<file path="src/nrq_pkg.sv">
package nrq_pkg;

  localparam logic [63:0] SIGN64 = 64'h8000_0000_0000_0000;
  localparam logic [63:0] MAX64  = 64'h7FFF_FFFF_FFFF_FFFF;

  localparam logic [4:0]  FRAC_BITS_RESET = 5'd31;
  localparam logic [4:0]  FRAC_BITS_MAX   = 5'd31;
  localparam logic [30:0] ONE_Q31         = 31'h7FFF_FFFF;
  localparam logic [31:0] X0_Q31          = 32'h4000_0000;
  localparam logic [31:0] X0_BASE         = 32'h2000_0000;
  // extra start shift for negative operands and operands of magnitude one or more
  localparam logic [5:0]  BIG_SHIFT       = 6'd4;

  // One beat travelling down the iteration chain.
  typedef struct packed {
    logic               valid;
    logic signed [31:0] d;
    logic [4:0]         q;
    logic [30:0]        one;
    logic [63:0]        x;
  } nrq_beat_t;

  function automatic logic [63:0] asr64(input logic [63:0] v, input logic [4:0] s);
    asr64 = 64'($signed(v) >>> s);
  endfunction

  function automatic logic [63:0] sat_sub64(input logic [63:0] a, input logic [63:0] b);
    logic [63:0] c;
    c = a - b;
    if ((a[63] ^ b[63]) && (c[63] ^ a[63])) begin
      c = a[63] ? SIGN64 : MAX64;
    end
    sat_sub64 = c;
  endfunction

  function automatic logic [63:0] sat_add64(input logic [63:0] a, input logic [63:0] b);
    logic [63:0] c;
    c = a + b;
    if (!(a[63] ^ b[63]) && (c[63] ^ a[63])) begin
      c = a[63] ? SIGN64 : MAX64;
    end
    sat_add64 = c;
  endfunction

endpackage

</file>
<file path="src/nrq_init.sv">
module nrq_init (
  input  logic                clk,
  input  logic                rst,
  input  logic                en,
  input  logic                in_valid,
  input  logic signed [31:0]  d_in,
  input  logic [4:0]          q_in,
  output nrq_pkg::nrq_beat_t  beat
);

  logic [4:0]  base;
  logic [5:0]  sh;
  logic [5:0]  sh_big;
  logic        d_small;
  logic [30:0] one_next;
  logic [31:0] x_next;

  logic               valid;
  logic signed [31:0] d;
  logic [4:0]         q;
  logic [30:0]        one;
  logic [63:0]        x;

  always_comb begin
    base     = nrq_pkg::FRAC_BITS_MAX - q_in;
    sh       = {1'b0, base};
    sh_big   = sh + nrq_pkg::BIG_SHIFT;
    d_small  = ((d_in >>> q_in) == 32'sd0);
    if (q_in == nrq_pkg::FRAC_BITS_MAX) begin
      one_next = nrq_pkg::ONE_Q31;
      x_next   = nrq_pkg::X0_Q31;
    end else begin
      one_next = nrq_pkg::ONE_Q31 >> base;
      x_next   = d_small ? (nrq_pkg::X0_BASE >> sh) : (nrq_pkg::X0_BASE >> sh_big);
    end
  end

  always_ff @(posedge clk) begin
    if (rst) begin
      valid <= 1'b0;
    end else if (en) begin
      valid <= in_valid;
    end
  end

  always_ff @(posedge clk) begin
    if (en) begin
      d   <= d_in;
      q   <= q_in;
      one <= one_next;
      x   <= {32'b0, x_next};
    end
  end

  assign beat = '{valid: valid, d: d, q: q, one: one, x: x};

endmodule

</file>
<file path="config.mk">
export PLATFORM = sky130hd
export DESIGN_NAME = nrq_init
export DESIGN_NICKNAME = d
export VERILOG_FILES = /design/src/nrq_pkg.sv /design/src/nrq_init.sv
export SDC_FILE = /design/constraint.sdc
export NUM_CORES = 1
export LEC_CHECK = 0
export ABC_AREA = 1
export BUFFER_PORTS_ARGS = -buffer_cell sky130_fd_sc_hd__buf_2
export CAP_MARGIN = 20
export CORE_ASPECT_RATIO = 2
export CORE_UTILIZATION = 45
export CTS_BUF_LIST = sky130_fd_sc_hd__clkbuf_4 sky130_fd_sc_hd__clkbuf_8 sky130_fd_sc_hd__clkbuf_16
export DETAILED_ROUTE_END_ITERATION = 6
export PLACE_DENSITY = 0.77
export RECOVER_POWER = 25
export REMOVE_ABC_BUFFERS = 1
export SKIP_CTS_REPAIR_TIMING = 1
export SYNTH_ARGS = -nofsm -noshare
export SYNTH_HDL_FRONTEND = slang
export SYNTH_SLANG_ARGS = --single-unit
</file>
<file path="constraint.sdc">
create_clock -name clk -period 4.5 [get_ports clk]
set_clock_uncertainty 0.2 [all_clocks]
set_input_delay 0.9 -clock clk [delete_from_list [all_inputs] [get_ports clk]]
set_output_delay 0.9 -clock clk [all_outputs]
set_load 0.01 [all_outputs]
</file>
==> results.md <==
* Worst-path cell chain: clkbuf_1 > clkinv_1 > clkbuf_1 > nand3_1 > nand2_1 > a21oi_1 > nand2_1 > nand3_1 > nor2_4 > buf_4 > nand2_2 > nand2_1 > nand2_1
* Commonest cells after routing, fill and taps aside: 212 x nand2_1, 103 x buf_2, 99 x edfxtp_1, 98 x nand3_1, 59 x nor2_1
* CTS tree: yes
* Critical path type: input pin to register
* Final worst slack at 0.6998 ns
* Post-route ant nets at 0
* Max Cap Viol at 1
* Maximum clock insertion buffer count at 2
* Distinct cell type count after synthesis at 28
* RSZ-0062 raised after global routing: no
* N_diodes at 0
* Final Cycle Share at 84.45%
* Area taken by multi-input logic gates at roughly 1900 um2
* Required @ worst endpoint at ~4.4 ns
* Hold WC Path Type: register to register
* Crit path max fanout at 29
* Vias in the first global route at 4253
* Drt pass-1 iters at 5
* WL final at around 12000 um
* Total Power at approximately 2.2 mW
* Worst hold slack at 0.3169 ns
* Slowest cell on crit path: clkbuf_1
* Clk Latency, worst-skew pair at 0.34 ns
* Leakage power total at 2.819 nW
* Most used cell, CP: nand2_1
* GRT overflow at 0
* Crit end category: register
* Violated checks: capacitance limit, slew limit
* Layout Utilization at 54.35%
* Syn Area/Cell at 8.671 um2
* Mux cell area share after synthesis at 0.1883%
* Syn. warnings at 0
* Rows at 55
* Design area at roughly 6200 um2
* Die Wd at just under 80 um
* Core area at 11420 um2
* Synth Instances at between 600 and 700
* Port bufs at 140
* Slew Viols, Final at 80
* FMAX at 0.2631 GHz
* Worst slack, placed at 0.6078 ns
* Initial antenna violation count at 0
* Synthesized cell area at between 5000 and 6000 um2
* Min Tclk post-route at 3.800 ns
* Setup TNS Final at 0 ns
* Maximum vdd drop at 0.0002306 V
* Worst rel slew slack at -27.22%
* Routed vias at 4504
* Drc violations at 0
* Commonest non-fill, non-tap cell in the layout: nand2_1
* Main combinational cell family by area after synthesis: simple AND/OR/NAND/NOR gates
* Total GRT Usage at a little over a fifth
* Synth Area in Compound Gates at 2.848%
* IO Pins at around 170
* Final cell count without fillers at 889
* Simple-gate share of the synthesized area at 29.92%
* P per Cell Area at 354.3 nW/um2
* XOR/XNOR share of the synthesized area at 0%
* Outcome: complete, but fails checks
* FF+latch area at 2993 um2
* Share of layout cells above drive strength 1 at 17.80%
* Largest stage delay, worst path at 0.88 ns
* Area after DPL at roughly 6000 um2
* Die ar. at 12280 um2
* Crit path DAT at 3.69 ns
* First-pass GRT wire length at between 15000 and 20000 um
* DRT iter0 DRCs at 354
* Largest net degree at the start of global routing at 80
* Die Span Y at between 150 and 200 um
* Total clock buffers created by CTS at 9
* Synth top area cells: edfxtp_1 56%, nand2_1 15%, nand3_1 9.2%, buf_4 5.1%, nor2_1 4.2%
* CP top delay family: buffers and inverters
* Crit path buf inv count at 4
* Nets@finish at 783
* Final HPWL DP at 9094 um
* Slew of the pin with the lowest slew margin at around 1.9 ns
* Fillers at 1132
* Area leader, netlist: edfxtp_1
* Register area share after synthesis at 56.31%
* GP Congestion at 0.8620
* Crit path launch type: input pin
* Clock slew at reported path FFs at 0.07 ns
* CTS Sinks at 100
* P&R area growth vs syn at 16.81%
* Top cell type's share of synthesized area at 55.93%
* Inst Count DP at roughly 870
* Final setup violating endpoints at 0
* FF+latch count, synth at 100
* Final Hold Viols at 0
* CTS H-Tree Depth at 3
* Starting density of the core at 46.53%
* Adder-Cell Fraction of Synth Area at 0%
* Clock root buffer: clkbuf_16
* Vias per cell at 5.066
* Drt wl/cell at 13.78 um
[worst register-to-register path: cells and delay by family (launching register included)]
family	cells	cell delay, ns
multiplexers	1	0.12
AND/OR/NAND/NOR	1	0.07
flip-flops	1	0.31
[layout make-up]
class / instances / share of cell area [%]
repair buffers: 151 / 11.77
clock inverters: 6 / 0.9875
clock buffers: 10 / 3.748
multi-input cells: 445 / 30.27
flip-flops and latches: 100 / 48.21
well taps: 142 / 2.862
inverters: 35 / 2.156
[layer usage]
metal	vias up	routed length (um)	track usage [%]
li1	2224	-	-
met1	2037	4084	19.70
met2	215	6992	40.70
met3	28	717	3.158
met4	0	456	11.95
met5	-	0	0
[logic make-up (layout without fill, tap and decap cells)]
logic type	after synthesis	after routing
and+or+nand+nor	381	381
buffers and inverters	101	202
DFF	100	100
AOI/OAI and AO/OA	29	29
other	1	34
muxes	1	1
[where the power goes]
group / switching [mW] / internal, mW
clock network: 0.327 / 0.437
registers: 0.0163 / 1.10
logic: 0.221 / 0.100
[Yosys cell counts, drive strengths merged]
cell type  number
mux2i           1
nand4           3
clkbuf          7
a21oi          11
inv            34
buf            59
a22oi           1
nand2         213
o21ai          17
edfxtp         99
and2            1
nor3            2
nand2b          1
or2             1
nor2           61
dfxtp           1
nand3          98
clkinv          1
nor4            1
conb            1
[sequential cells by signal (all words and copies together), names as in the netlist]
register,cells
d,32
q,5
valid,1
one,31
x,31
[worst paths after layout]
check / start / end / slack (ns) / cells after the start
max: q_in[4] / x[6] / 0.70 / 13
min reg2reg: valid / valid / 0.32 / 2
max reg2reg: valid / valid / 3.69 / 2
min: valid / valid / 0.32 / 2
No activity file was read; power rests on OpenSTA's default activity.
